## src/hw/rtl/ffia_pkg.sv

```systemverilog
// ----------------------------------------------------------------------------
// ffia_pkg
// Shared types and constants of the first-fit interval allocator.
// ----------------------------------------------------------------------------
package ffia_pkg;

    localparam int MACHINES_DEF  = 64;
    localparam int TIME_BITS_DEF = 20;

    localparam int TIME_W = 20;
    localparam int ID_W   = 16;
    localparam int NUM_W  = 7;

    localparam logic CMD_ASSIGN = 1'b0;
    localparam logic CMD_CLEAR  = 1'b1;

    typedef struct packed {
        logic load;
        logic scan;
        logic finish;
    } ffia_cmd_t;

    typedef struct packed {
        logic scan_end;
        logic out_free;
    } ffia_stat_t;

endpackage

```

## src/hw/rtl/ffia_in_if.sv

```systemverilog
// ----------------------------------------------------------------------------
// ffia_in_if
// Request channel: valid/ready handshake with one request item.
// ----------------------------------------------------------------------------
interface ffia_in_if;
    logic                        valid;
    logic                        ready;
    logic                        cmd;
    logic [ffia_pkg::TIME_W-1:0] start_time;
    logic [ffia_pkg::TIME_W-1:0] end_time;
    logic [ffia_pkg::ID_W-1:0]   request_id;

    modport source (output valid, output cmd, output start_time, output end_time,
                    output request_id, input ready);
    modport sink   (input valid, input cmd, input start_time, input end_time,
                    input request_id, output ready);
endinterface

```

## src/hw/rtl/ffia_out_if.sv

```systemverilog
// ----------------------------------------------------------------------------
// ffia_out_if
// Result channel: valid/ready handshake with one result item.
// ----------------------------------------------------------------------------
interface ffia_out_if;
    logic                       valid;
    logic                       ready;
    logic [ffia_pkg::ID_W-1:0]  echo_id;
    logic [ffia_pkg::NUM_W-1:0] resource_number;
    logic [ffia_pkg::NUM_W-1:0] resources_open;
    logic                       full_flag;

    modport source (output valid, output echo_id, output resource_number,
                    output resources_open, output full_flag, input ready);
    modport sink   (input valid, input echo_id, input resource_number,
                    input resources_open, input full_flag, output ready);
endinterface

```

## src/hw/rtl/ffia_ctrl.sv

```systemverilog
// ----------------------------------------------------------------------------
// ffia_ctrl
// Sequencer: accept, scan of open resources, finish into the output register.
// ----------------------------------------------------------------------------
module ffia_ctrl
(
    input  logic                 clk,
    input  logic                 rst_n,
    input  logic                 in_valid,
    output logic                 in_ready,
    input  ffia_pkg::ffia_stat_t stat,
    output ffia_pkg::ffia_cmd_t  cmd
);
    import ffia_pkg::*;

    localparam logic [1:0] ST_IDLE   = 2'd0;
    localparam logic [1:0] ST_SCAN   = 2'd1;
    localparam logic [1:0] ST_FINISH = 2'd2;

    logic [1:0] state_reg;
    logic [1:0] state_next;

    always_ff @(posedge clk or negedge rst_n)
    begin
        if (!rst_n)
        begin
            state_reg <= ST_IDLE;
        end
        else
        begin
            state_reg <= state_next;
        end
    end

    always_comb
    begin
        state_next = state_reg;
        cmd        = '0;
        in_ready   = 1'b0;
        case (state_reg)
            ST_IDLE:
            begin
                in_ready = 1'b1;
                if (in_valid)
                begin
                    cmd.load   = 1'b1;
                    state_next = ST_SCAN;
                end
            end
            ST_SCAN:
            begin
                cmd.scan = 1'b1;
                if (stat.scan_end)
                begin
                    state_next = ST_FINISH;
                end
            end
            ST_FINISH:
            begin
                if (stat.out_free)
                begin
                    cmd.finish = 1'b1;
                    state_next = ST_IDLE;
                end
            end
            default:
            begin
                state_next = ST_IDLE;
            end
        endcase
    end

endmodule

```

## src/hw/rtl/ffia_datapath.sv

```systemverilog
// ----------------------------------------------------------------------------
// ffia_datapath
// Busy-until memory, pipelined first-fit scan, resource count, result register.
// ----------------------------------------------------------------------------
module ffia_datapath
#(
    parameter int MACHINES  = ffia_pkg::MACHINES_DEF,
    parameter int TIME_BITS = ffia_pkg::TIME_BITS_DEF
)
(
    input  logic                        clk,
    input  logic                        rst_n,
    input  ffia_pkg::ffia_cmd_t         cmd,
    output ffia_pkg::ffia_stat_t        stat,
    input  logic                        in_cmd,
    input  logic [ffia_pkg::TIME_W-1:0] in_start,
    input  logic [ffia_pkg::TIME_W-1:0] in_end,
    input  logic [ffia_pkg::ID_W-1:0]   in_id,
    output logic                        out_valid,
    input  logic                        out_ready,
    output logic [ffia_pkg::ID_W-1:0]   out_id,
    output logic [ffia_pkg::NUM_W-1:0]  out_res,
    output logic [ffia_pkg::NUM_W-1:0]  out_open,
    output logic                        out_full
);
    import ffia_pkg::*;

    localparam int CNT_W = $clog2(MACHINES + 1);
    localparam int IDX_W = (MACHINES > 1) ? $clog2(MACHINES) : 1;
    localparam logic [CNT_W-1:0] MACH_CNT = CNT_W'(MACHINES);

    logic [TIME_BITS-1:0] mem [MACHINES];

    logic                 cmd_reg;
    logic [TIME_BITS-1:0] start_reg;
    logic [TIME_BITS-1:0] stop_reg;
    logic [ID_W-1:0]      id_reg;

    logic [CNT_W-1:0]     open_reg;
    logic [CNT_W-1:0]     open_next;
    logic [CNT_W-1:0]     rd_idx_reg;
    logic                 cmp_vld_reg;
    logic [IDX_W-1:0]     cmp_idx_reg;
    logic [TIME_BITS-1:0] rd_data_reg;
    logic                 hit_reg;
    logic [IDX_W-1:0]     sel_idx_reg;

    logic                 out_vld_reg;
    logic [ID_W-1:0]      out_id_reg;
    logic [NUM_W-1:0]     out_res_reg;
    logic [NUM_W-1:0]     out_open_reg;
    logic                 out_full_reg;

    logic [TIME_BITS+TIME_W-1:0] start_ext;
    logic [TIME_BITS+TIME_W-1:0] stop_ext;
    logic                 is_clear;
    logic                 more;
    logic                 issue;
    logic                 hit;
    logic                 can_open;
    logic                 wr_en;
    logic [IDX_W-1:0]     wr_idx;
    logic [CNT_W-1:0]     res_val;
    logic [CNT_W+NUM_W-1:0] res_ext;
    logic [CNT_W+NUM_W-1:0] open_ext;

    assign start_ext = {{TIME_BITS{1'b0}}, in_start};
    assign stop_ext  = {{TIME_BITS{1'b0}}, in_end};

    assign is_clear = (cmd_reg == CMD_CLEAR);
    assign more     = (rd_idx_reg < open_reg);
    assign issue    = cmd.scan && !is_clear && more;
    assign hit      = cmp_vld_reg && (rd_data_reg < start_reg);

    assign stat.scan_end = is_clear || hit || (!more && !cmp_vld_reg);
    assign stat.out_free = !out_vld_reg || out_ready;

    assign can_open = (open_reg < MACH_CNT);
    assign wr_en    = cmd.finish && !is_clear && (hit_reg || can_open);
    assign wr_idx   = hit_reg ? sel_idx_reg : open_reg[IDX_W-1:0];
    assign res_val  = (!is_clear && (hit_reg || can_open))
                      ? (CNT_W'(wr_idx) + CNT_W'(1)) : '0;

    always_comb
    begin
        open_next = open_reg;
        if (is_clear)
        begin
            open_next = '0;
        end
        else if (!hit_reg && can_open)
        begin
            open_next = open_reg + CNT_W'(1);
        end
    end

    assign res_ext  = {{NUM_W{1'b0}}, res_val};
    assign open_ext = {{NUM_W{1'b0}}, open_next};

    always_ff @(posedge clk)
    begin
        if (cmd.load)
        begin
            cmd_reg   <= in_cmd;
            start_reg <= start_ext[TIME_BITS-1:0];
            stop_reg  <= stop_ext[TIME_BITS-1:0];
            id_reg    <= in_id;
        end
        if (wr_en)
        begin
            mem[wr_idx] <= stop_reg;
        end
        if (issue)
        begin
            rd_data_reg <= mem[rd_idx_reg[IDX_W-1:0]];
            cmp_idx_reg <= rd_idx_reg[IDX_W-1:0];
        end
        if (cmd.scan && stat.scan_end)
        begin
            sel_idx_reg <= cmp_idx_reg;
        end
        if (cmd.finish)
        begin
            out_id_reg   <= id_reg;
            out_res_reg  <= res_ext[NUM_W-1:0];
            out_open_reg <= open_ext[NUM_W-1:0];
            out_full_reg <= !is_clear && !hit_reg && !can_open;
        end
    end

    always_ff @(posedge clk or negedge rst_n)
    begin
        if (!rst_n)
        begin
            open_reg    <= '0;
            rd_idx_reg  <= '0;
            cmp_vld_reg <= 1'b0;
            hit_reg     <= 1'b0;
            out_vld_reg <= 1'b0;
        end
        else
        begin
            if (cmd.load)
            begin
                rd_idx_reg  <= '0;
                cmp_vld_reg <= 1'b0;
            end
            else if (cmd.scan)
            begin
                cmp_vld_reg <= issue;
                if (issue)
                begin
                    rd_idx_reg <= rd_idx_reg + CNT_W'(1);
                end
            end
            if (cmd.scan && stat.scan_end)
            begin
                hit_reg <= hit;
            end
            if (cmd.finish)
            begin
                open_reg    <= open_next;
                out_vld_reg <= 1'b1;
            end
            else if (out_ready)
            begin
                out_vld_reg <= 1'b0;
            end
        end
    end

    assign out_valid = out_vld_reg;
    assign out_id    = out_id_reg;
    assign out_res   = out_res_reg;
    assign out_open  = out_open_reg;
    assign out_full  = out_full_reg;

endmodule

```

## src/hw/rtl/first_fit_interval_allocator.sv

```systemverilog
// ----------------------------------------------------------------------------
// first_fit_interval_allocator
// Gives each request the lowest-numbered open resource that is free before
// its start, opening a new one when none is and flagging full when all are
// open; a clear item starts a new batch. Requests are handled one at a time.
// The scan reads one busy-until entry per cycle from the resource memory,
// compares it in the cycle after and stops at the first free entry. The
// result sits in an output register, so a new request is taken while the
// previous result waits; the next item then holds in its finish state until
// that result is taken.
// ----------------------------------------------------------------------------
module first_fit_interval_allocator
#(
    parameter int MACHINES  = ffia_pkg::MACHINES_DEF,
    parameter int TIME_BITS = ffia_pkg::TIME_BITS_DEF
)
(
    input  logic      clk,
    input  logic      rst_n,
    ffia_in_if.sink   in_ch,
    ffia_out_if.source out_ch
);
    import ffia_pkg::*;

    ffia_cmd_t  cmd;
    ffia_stat_t stat;

    ffia_ctrl u_ctrl
    (
        .clk      (clk),
        .rst_n    (rst_n),
        .in_valid (in_ch.valid),
        .in_ready (in_ch.ready),
        .stat     (stat),
        .cmd      (cmd)
    );

    ffia_datapath
    #(
        .MACHINES  (MACHINES),
        .TIME_BITS (TIME_BITS)
    )
    u_datapath
    (
        .clk       (clk),
        .rst_n     (rst_n),
        .cmd       (cmd),
        .stat      (stat),
        .in_cmd    (in_ch.cmd),
        .in_start  (in_ch.start_time),
        .in_end    (in_ch.end_time),
        .in_id     (in_ch.request_id),
        .out_valid (out_ch.valid),
        .out_ready (out_ch.ready),
        .out_id    (out_ch.echo_id),
        .out_res   (out_ch.resource_number),
        .out_open  (out_ch.resources_open),
        .out_full  (out_ch.full_flag)
    );

endmodule

```

## src/flat_wrapper.sv

```systemverilog
// flat-port wrapper written by rule: the top's interface ports become plain ports
module first_fit_interval_allocator_flat import ffia_pkg::*;
#(
    parameter int MACHINES  = ffia_pkg::MACHINES_DEF,
    parameter int TIME_BITS = ffia_pkg::TIME_BITS_DEF
)
  (clk, rst_n, in_ch_valid, in_ch_cmd, in_ch_start_time, in_ch_end_time, in_ch_request_id, in_ch_ready, out_ch_valid, out_ch_echo_id, out_ch_resource_number, out_ch_resources_open, out_ch_full_flag, out_ch_ready);
  ffia_in_if in_ch_i ();
  ffia_out_if out_ch_i ();
  input  logic clk;
  input  logic rst_n;
  input wire logic [$bits(in_ch_i.valid)-1:0] in_ch_valid;
  input wire logic [$bits(in_ch_i.cmd)-1:0] in_ch_cmd;
  input wire logic [$bits(in_ch_i.start_time)-1:0] in_ch_start_time;
  input wire logic [$bits(in_ch_i.end_time)-1:0] in_ch_end_time;
  input wire logic [$bits(in_ch_i.request_id)-1:0] in_ch_request_id;
  output wire logic [$bits(in_ch_i.ready)-1:0] in_ch_ready;
  output wire logic [$bits(out_ch_i.valid)-1:0] out_ch_valid;
  output wire logic [$bits(out_ch_i.echo_id)-1:0] out_ch_echo_id;
  output wire logic [$bits(out_ch_i.resource_number)-1:0] out_ch_resource_number;
  output wire logic [$bits(out_ch_i.resources_open)-1:0] out_ch_resources_open;
  output wire logic [$bits(out_ch_i.full_flag)-1:0] out_ch_full_flag;
  input wire logic [$bits(out_ch_i.ready)-1:0] out_ch_ready;
  assign in_ch_i.valid = in_ch_valid;
  assign in_ch_i.cmd = in_ch_cmd;
  assign in_ch_i.start_time = in_ch_start_time;
  assign in_ch_i.end_time = in_ch_end_time;
  assign in_ch_i.request_id = in_ch_request_id;
  assign in_ch_ready = in_ch_i.ready;
  assign out_ch_valid = out_ch_i.valid;
  assign out_ch_echo_id = out_ch_i.echo_id;
  assign out_ch_resource_number = out_ch_i.resource_number;
  assign out_ch_resources_open = out_ch_i.resources_open;
  assign out_ch_full_flag = out_ch_i.full_flag;
  assign out_ch_i.ready = out_ch_ready;
  first_fit_interval_allocator #(.MACHINES(MACHINES), .TIME_BITS(TIME_BITS)) u_core (.clk(clk), .rst_n(rst_n), .in_ch(in_ch_i), .out_ch(out_ch_i));
endmodule
```

## config.mk

```make
export PLATFORM = sky130hd
export DESIGN_NAME = first_fit_interval_allocator_flat
export DESIGN_NICKNAME = d
export VERILOG_FILES = /design/src/hw/rtl/ffia_pkg.sv /design/src/hw/rtl/ffia_in_if.sv /design/src/hw/rtl/ffia_out_if.sv /design/src/hw/rtl/ffia_ctrl.sv /design/src/hw/rtl/ffia_datapath.sv /design/src/hw/rtl/first_fit_interval_allocator.sv /design/src/flat_wrapper.sv
export SDC_FILE = /design/constraint.sdc
export NUM_CORES = 1
export LEC_CHECK = 0
export BUFFER_PORTS_ARGS = -buffer_cell sky130_fd_sc_hd__buf_2
export CAP_MARGIN = 0
export CORE_MARGIN = 4
export CORE_UTILIZATION = 62
export CTS_CLUSTER_DIAMETER = 150
export CTS_CLUSTER_SIZE = 24
export DETAILED_ROUTE_END_ITERATION = 12
export GPL_TIMING_DRIVEN = 1
export PLACE_DENSITY = 0.77
export SYNTH_ARGS = -nofsm -noshare
export SYNTH_HDL_FRONTEND = slang
export SYNTH_SLANG_ARGS = --single-unit
```

## constraint.sdc

```tcl
create_clock -name clk -period 3.88 [get_ports clk]
set_clock_uncertainty 0.1 [all_clocks]
set_input_delay 0.388 -clock clk [delete_from_list [all_inputs] [get_ports clk]]
set_output_delay 0.388 -clock clk [all_outputs]
set_load 0.01 [all_outputs]
```

# Word level (Yosys, flattened, before mapping)
# Memory sizes are Yosys's and may differ from the RTL's. A register that Yosys moved wholly into a read port is not among the register bits.
# Cells that the tools add are included.
[classes]
add_sub_neg = 3
mul = 0
div_mod_pow = 0
magnitude_cmp = 3
n_eq_ne = 5
shift = 0
mux = 22
bitwise = 0
n_reduce_logical = 27
[ops]
columns = ["operator", "n"]
rows = [
  ["two-way mux 7 bit", 5],
  ["less-than comparator 20 bit", 1],
  ["adder 7 x 1 -> 7 bit, second input constant", 2],
  ["two-way mux 1 bit", 12],
  ["logical AND 1 bit", 11],
  ["adder 6 x 1 -> 7 bit, second input constant", 1],
  ["less-than comparator 7 bit", 1],
  ["less-than comparator 7 bit, second input constant", 1],
  ["zero test 1 bit", 6],
  ["two-way mux 2 bit", 3],
  ["two-way mux 6 bit", 1],
  ["one-hot mux 2 bit (3 select lines)", 1],
  ["nonzero test 2 bit", 3],
  ["logical OR 1 bit", 4],
  ["inequality test 2 bit, second input constant", 2],
  ["AND reduction 3 bit", 1],
  ["equality test 2 x 1 -> 1 bit, second input constant", 1],
  ["equality test 2 bit, second input constant", 1],
  ["zero test 2 bit", 1],
  ["inequality test 2 x 1 -> 1 bit, second input constant", 1],
  ["AND reduction 2 bit", 1],
]
[word_totals]
register_bits = 119
latch_bits = 0
ramBits = 1280
romBits = 0
input_bits = 61
output_inout_bits = 33
wordCells = 77
n_memories = 1
[mem_list]
columns = ["memory", "words", "word_bits", "read_ports", "rd_ports_with_merged_regs", "write_ports", "line_no", "text"]
rows = [
  ["u_core.u_datapath.mem", 64, 20, 1, 1, 1, "ffia_datapath.sv:32", "logic [TIME_BITS-1:0] mem [MACHINES];"],
]

# Longest topological paths before layout
[depth]
word_depth = 8
depth_mapped = 11
depth_no_buf = 9

# Hierarchy
# From an unflattened synthesis, not the netlist that was laid out.
[unflattened]
hier_cells = 2488
area_unflattened_um2 = 54343.4
[modules_own_cells]
columns = ["mod", "instances", "cells_each", "area_each_um2", "seq_area_each_um2"]
rows = [
  ["ffia_datapath", 1, 2476, 54223.3, 42465.7],
  ["ffia_ctrl", 1, 12, 120.1, 50.0],
]

# Worst setup path before layout
# Ideal clock, no wire load.
[synth_path]
path_type = "register to register"
startpoint = "register u_core.u_datapath.rd_idx_reg[4]"
endpoint = "register u_core.u_datapath.rd_idx_reg[6]"
setup_time_ns = 0.102
arrival_ns = 2.948
required_ns = 3.678
setup_slack_ns = 0.730
stages_incl_launch_ff = 9
path_buffers = 0
period_less_slack_ns = 3.150
cell_sequence = "dfrtp_1 > ha_1 > a21o_1 > a21o_1 > a221oi_2 > nor3b_4 > nand4_2 > or3_1 > a21oi_1"
[synth_between]
elab_chain_cells = 4
word_cells_on_any_way = 8
cone_classes = "1 x add/sub; 1 x order compare; 3 x mux; 3 x reduce/logical"
[synth_rtl]
columns = ["element", "line_no", "text"]
rows = [
  ["from (decl)", "ffia_datapath.sv:41", "logic [CNT_W-1:0] rd_idx_reg;"],
  ["from (signal assigned)", "ffia_datapath.sv:153", "rd_idx_reg <= rd_idx_reg + CNT_W'(1);"],
  ["less-than comparator 7 bit", "ffia_datapath.sv:71", "assign more = (rd_idx_reg < open_reg);"],
  ["logical AND 1 bit", "ffia_datapath.sv:72", "assign issue = cmd.scan && !is_clear && more;"],
  ["named net u_core.u_datapath.issue", "ffia_datapath.sv:58", "logic issue;"],
  ["nonzero test 2 bit (no source line)", "-", ""],
  ["AND reduction 2 bit (no source line)", "-", ""],
]
# The timed path passes the listed nets, and every way through them passes these cells. The select of a mux whose other input is x is not followed.
# A chain may end at the register's enable or synchronous reset.

# Worst setup path after layout
[layout_path]
startpoint = "register u_core.u_datapath.rd_idx_reg[0]"
endpoint = "register u_core.u_datapath.rd_data_reg[16], read port of u_core.u_datapath.mem (data pin)"
[layout_between]
elab_chain_cells = 2
[layout_rtl]
columns = ["element", "line_no", "text"]
rows = [
  ["less-than comparator 7 bit", "ffia_datapath.sv:71", ""],
  ["logical AND 1 bit", "ffia_datapath.sv:72", ""],
  ["to (decl)", "ffia_datapath.sv:44", "logic [TIME_BITS-1:0] rd_data_reg;"],
]
# Several ways; a longest one is shown, not always the timed one.

==> flow_summary.json <==
{
  "status": "completed",
  "ir_drop_uv": 420,
  "rsz0062_at_grt": "false",
  "p_leak_nw": 18.3,
  "finalCritPeriodShare_pct": 96.3,
  "hold_start": "out_ch_ready",
  "drv_slew": 0,
  "regArea_mm2": 0.0425,
  "drt_iter0_markers": 4047,
  "clock-sinks": 1419,
  "instances_no_fill": 3796,
  "vias": 26100,
  "cts_tree": "yes",
  "gp_congestion": 0.940,
  "antenna_found_initial": 4,
  "hold_viol": 0,
  "crit_type": "flip-flop to flip-flop",
  "tns_ps": 0,
  "end_kind": "flip-flop",
  "cp_max_fo": 21,
  "grt_remaining_overflow": 0,
  "finalNetCount": 2706,
  "drt-total-wl_um": 127000,
  "largest_register_ffs": 1280,
  "core_area_mm2": 0.0868,
  "finalSetupViolations": 0,
  "ys_ff_latch": 1419,
  "synth_area_mm2": 0.0543,
  "cts_root_buf": "clkbuf_16",
  "regToRegSetupSlack_ps": 140,
  "ys_types": 46,
  "synth_top_flop_cell": "edfxtp_1",
  "fin_crit_ps": 3740,
  "worst-path-buf-inv": 3,
  "dp_cells": 3643,
  "slew-limit-headroom_pct": 17.1,
  "yosys_warnings": 0,
  "cpPeakStageDelay_ps": 690,
  "start_util_pct": 62.6,
  "crit_path_cell_trace": "buf_12, buf_12, buf_4, mux4_2, mux4_2, a22oi_1, nand2_1",
  "cp.required_ps": 4160,
  "grt.total_usage_pct": 27.9,
  "rows": 108,
  "port_buffers": 93,
  "cts_setup_buffers": 0,
  "cts-htree-levels": 3,
  "path_clk_slew_ps": 100,
  "cts_made_buffers": 69,
  "routedWlPerCell_um": 33.6,
  "route.detailed.drc": 0,
  "worst_pin_slew_ps": 1240,
  "synth_fp_nets": 2449,
  "whs_endpoint": "u_core.u_datapath.out_valid",
  "die_area_mm2": 0.0923,
  "die_x_um": 304,
  "clk_latency_ps": 650,
  "dp_hpwl_um": 71400,
  "whs_path_depth": 3,
  "rr_endpoint": "u_core.u_datapath.rd_data_reg[16]",
  "routed_via_density": 6.89,
  "syn_area_per_cell_um2": 23.0,
  "crit_slowest_cell": "dfrtp_4",
  "worstPathArrival_ps": 4010,
  "top_register": "u_core.u_datapath.mem",
  "syn2layout_area_growth_pct": 9.99,
  "synth-edff-count": 1400,
  "async_flop_share_pct": 1.34,
  "grt_max_degree": 99,
  "nFillCells": 5079,
  "grt_pass1_wl_um": 185000,
  "multi_input_area_mm2": 0.0113,
  "fmax_mhz": 268,
  "max_cap_violations": 0,
  "power_density_mw_per_mm2": 530,
  "io_pins": 94,
  "hp-class": "input port to flip-flop",
  "r2r-start": "u_core.u_datapath.rd_idx_reg[0]",
  "grt_pass1_vias": 26300,
  "dieHeight_um": 304,
  "reg2reg_depth": 7,
  "drive_gt1_share_pct": 29.5,
  "critPathLaunchType": "flip-flop",
  "cts_buffer_depth": 3,
  "ys_seq_area_share_pct": 78.3,
  "syn_inst": 2360,
  "ant_nets": 0,
  "cp_top_family": "multiplexers",
  "drt_pre_antenna_iters": 7
}
-- cells in the mapped netlist (5+ instances only) --
cell type | number | area share, %
nand2_1 | 63 | 0.44
nor2b_1 | 19 | 0.22
inv_1 | 27 | 0.19
ha_1 | 28 | 0.65
a22o_1 | 7 | 0.11
mux4_2 | 374 | 16
a211oi_1 | 11 | 0.15
a21o_1 | 8 | 0.11
mux2_2 | 17 | 0.35
o21ai_0 | 33 | 0.30
buf_1 | 11 | 0.076
a221o_1 | 15 | 0.28
dfrtp_1 | 19 | 0.88
buf_4 | 8 | 0.11
nor2_1 | 100 | 0.69
nand3_1 | 7 | 0.065
a21oi_1 | 27 | 0.25
nand2b_1 | 8 | 0.092
nand4_1 | 10 | 0.12
xor2_1 | 5 | 0.081
a22oi_1 | 15 | 0.21
mux2i_1 | 20 | 0.37
edfxtp_1 | 1400 | 77
clkbuf_1 | 46 | 0.32
buf_2 | 42 | 0.39
-- placed cells by master (no fill, tap or decap), types with 3 or more instances in the layout --
cell and n:
edfxtp_1 1400, mux4_2 374, buf_4 123, buf_2 93
clkbuf_16 70, nor2_2 64, nand2_1 63, dlygate4sd3_1 58
nor2_1 36, o21ai_0 33, ha_1 28, a21oi_1 27
inv_1 26, buf_12 21, mux2i_1 20, nor2b_1 18
clkbuf_1 18, mux2_2 17, a221o_1 15, dfrtp_1 15
a22oi_1 13, a211oi_1 11, nand4_1 10, nand2b_1 8
a21o_1 8, a22o_1 7, nand3_1 7, xor2_1 5
or3_1 4, xnor2_1 4, and3_1 4, inv_6 4
dfrtp_4 4, and2_1 3, o21ai_1 3
-- metal layers --
metal | part of all wire [%] | track usage [%] | routed length [µm]
met1 | 36 | 38.9 | 45500
met3 | 11 | 7.34 | 14500
met5 | 0 | 0 | 0
met4 | 4.1 | 9.93 | 5200
met2 | 49 | 43.7 | 62200
-- worst max-delay path by stage --
stage | start | endpoint | slack [ps] | depth (start not counted)
2_1_floorplan | u_core.u_datapath.rd_idx_reg[4] | u_core.u_datapath.rd_idx_reg[6] | 730 | 8
4_1_cts | u_core.u_datapath.rd_idx_reg[0] | u_core.u_datapath.rd_data_reg[7] | 70 | 7
3_5_place_dp | u_core.u_datapath.rd_idx_reg[0] | u_core.u_datapath.rd_data_reg[7] | 130 | 7
6_report | u_core.u_datapath.rd_idx_reg[0] | u_core.u_datapath.rd_data_reg[16] | 140 | 7
3_3_place_gp | u_core.u_datapath.rd_idx_reg[0] | u_core.u_datapath.rd_data_reg[7] | 220 | 7
5_1_grt | u_core.u_datapath.rd_idx_reg[0] | u_core.u_datapath.rd_data_reg[16] | 20 | 7
-- where the power goes --
part	internal (mW)	switching, mW	leakage (nW)
Sequential	17.9	0.313	12.9
Clock	3.36	4.47	0.920
Combinational	2.33	3.28	4.47
-- through the flow --
step / util (%) / power (mW) / cell area [µm²] / hold slack, ps / setup slack (ps)
after global placement: 65.9 / 23.8 / 57200 / 255 / 216
final: 68.8 / 31.6 / 59700 / 74.6 / 143
after global routing: 68.8 / 32.7 / 59700 / 54.8 / 15.5
after detailed placement: 65.9 / 24.0 / 57200 / 270 / 126
after CTS: 68.8 / 31.7 / 59700 / 19.6 / 73.5
after floorplan: - / 22.0 / 54300 / -7.59 / 730
-- what timing repair did --
item,in CTS,in global routing
setup endpoints to repair,0,2
hold buffers,58,0
resized for setup,0,2
hold endpoints to repair,76,0
-- cells by family (layout without fill, tap and decap cells) --
group,after synthesis,after routing,share of synthesized area [%]
simple gates,226,226,1.88
buf+inv,136,416,1.12
other cells,0,1,0
fa+ha+maj,28,28,0.646
compound gates,131,131,1.63
mux,411,411,16.2
flops,1419,1419,78.3
xor+xnor,9,9,0.145
-- cell type report --
class	count	area share (%)
inverter	27	0.170
tap	1155	2.42
multi-input combinational	805	19.0
sequential	1419	71.2
timing repair buffer	295	4.00
clock inverter	6	0.136
antenna	1	0.00419
clock buffer	88	3.05
-- tightest hold or removal path: stages --
cell and delay, ps:
buf_2 80, nand2b_1 210, nand2_1 90
(Power assumes the default switching activity.)
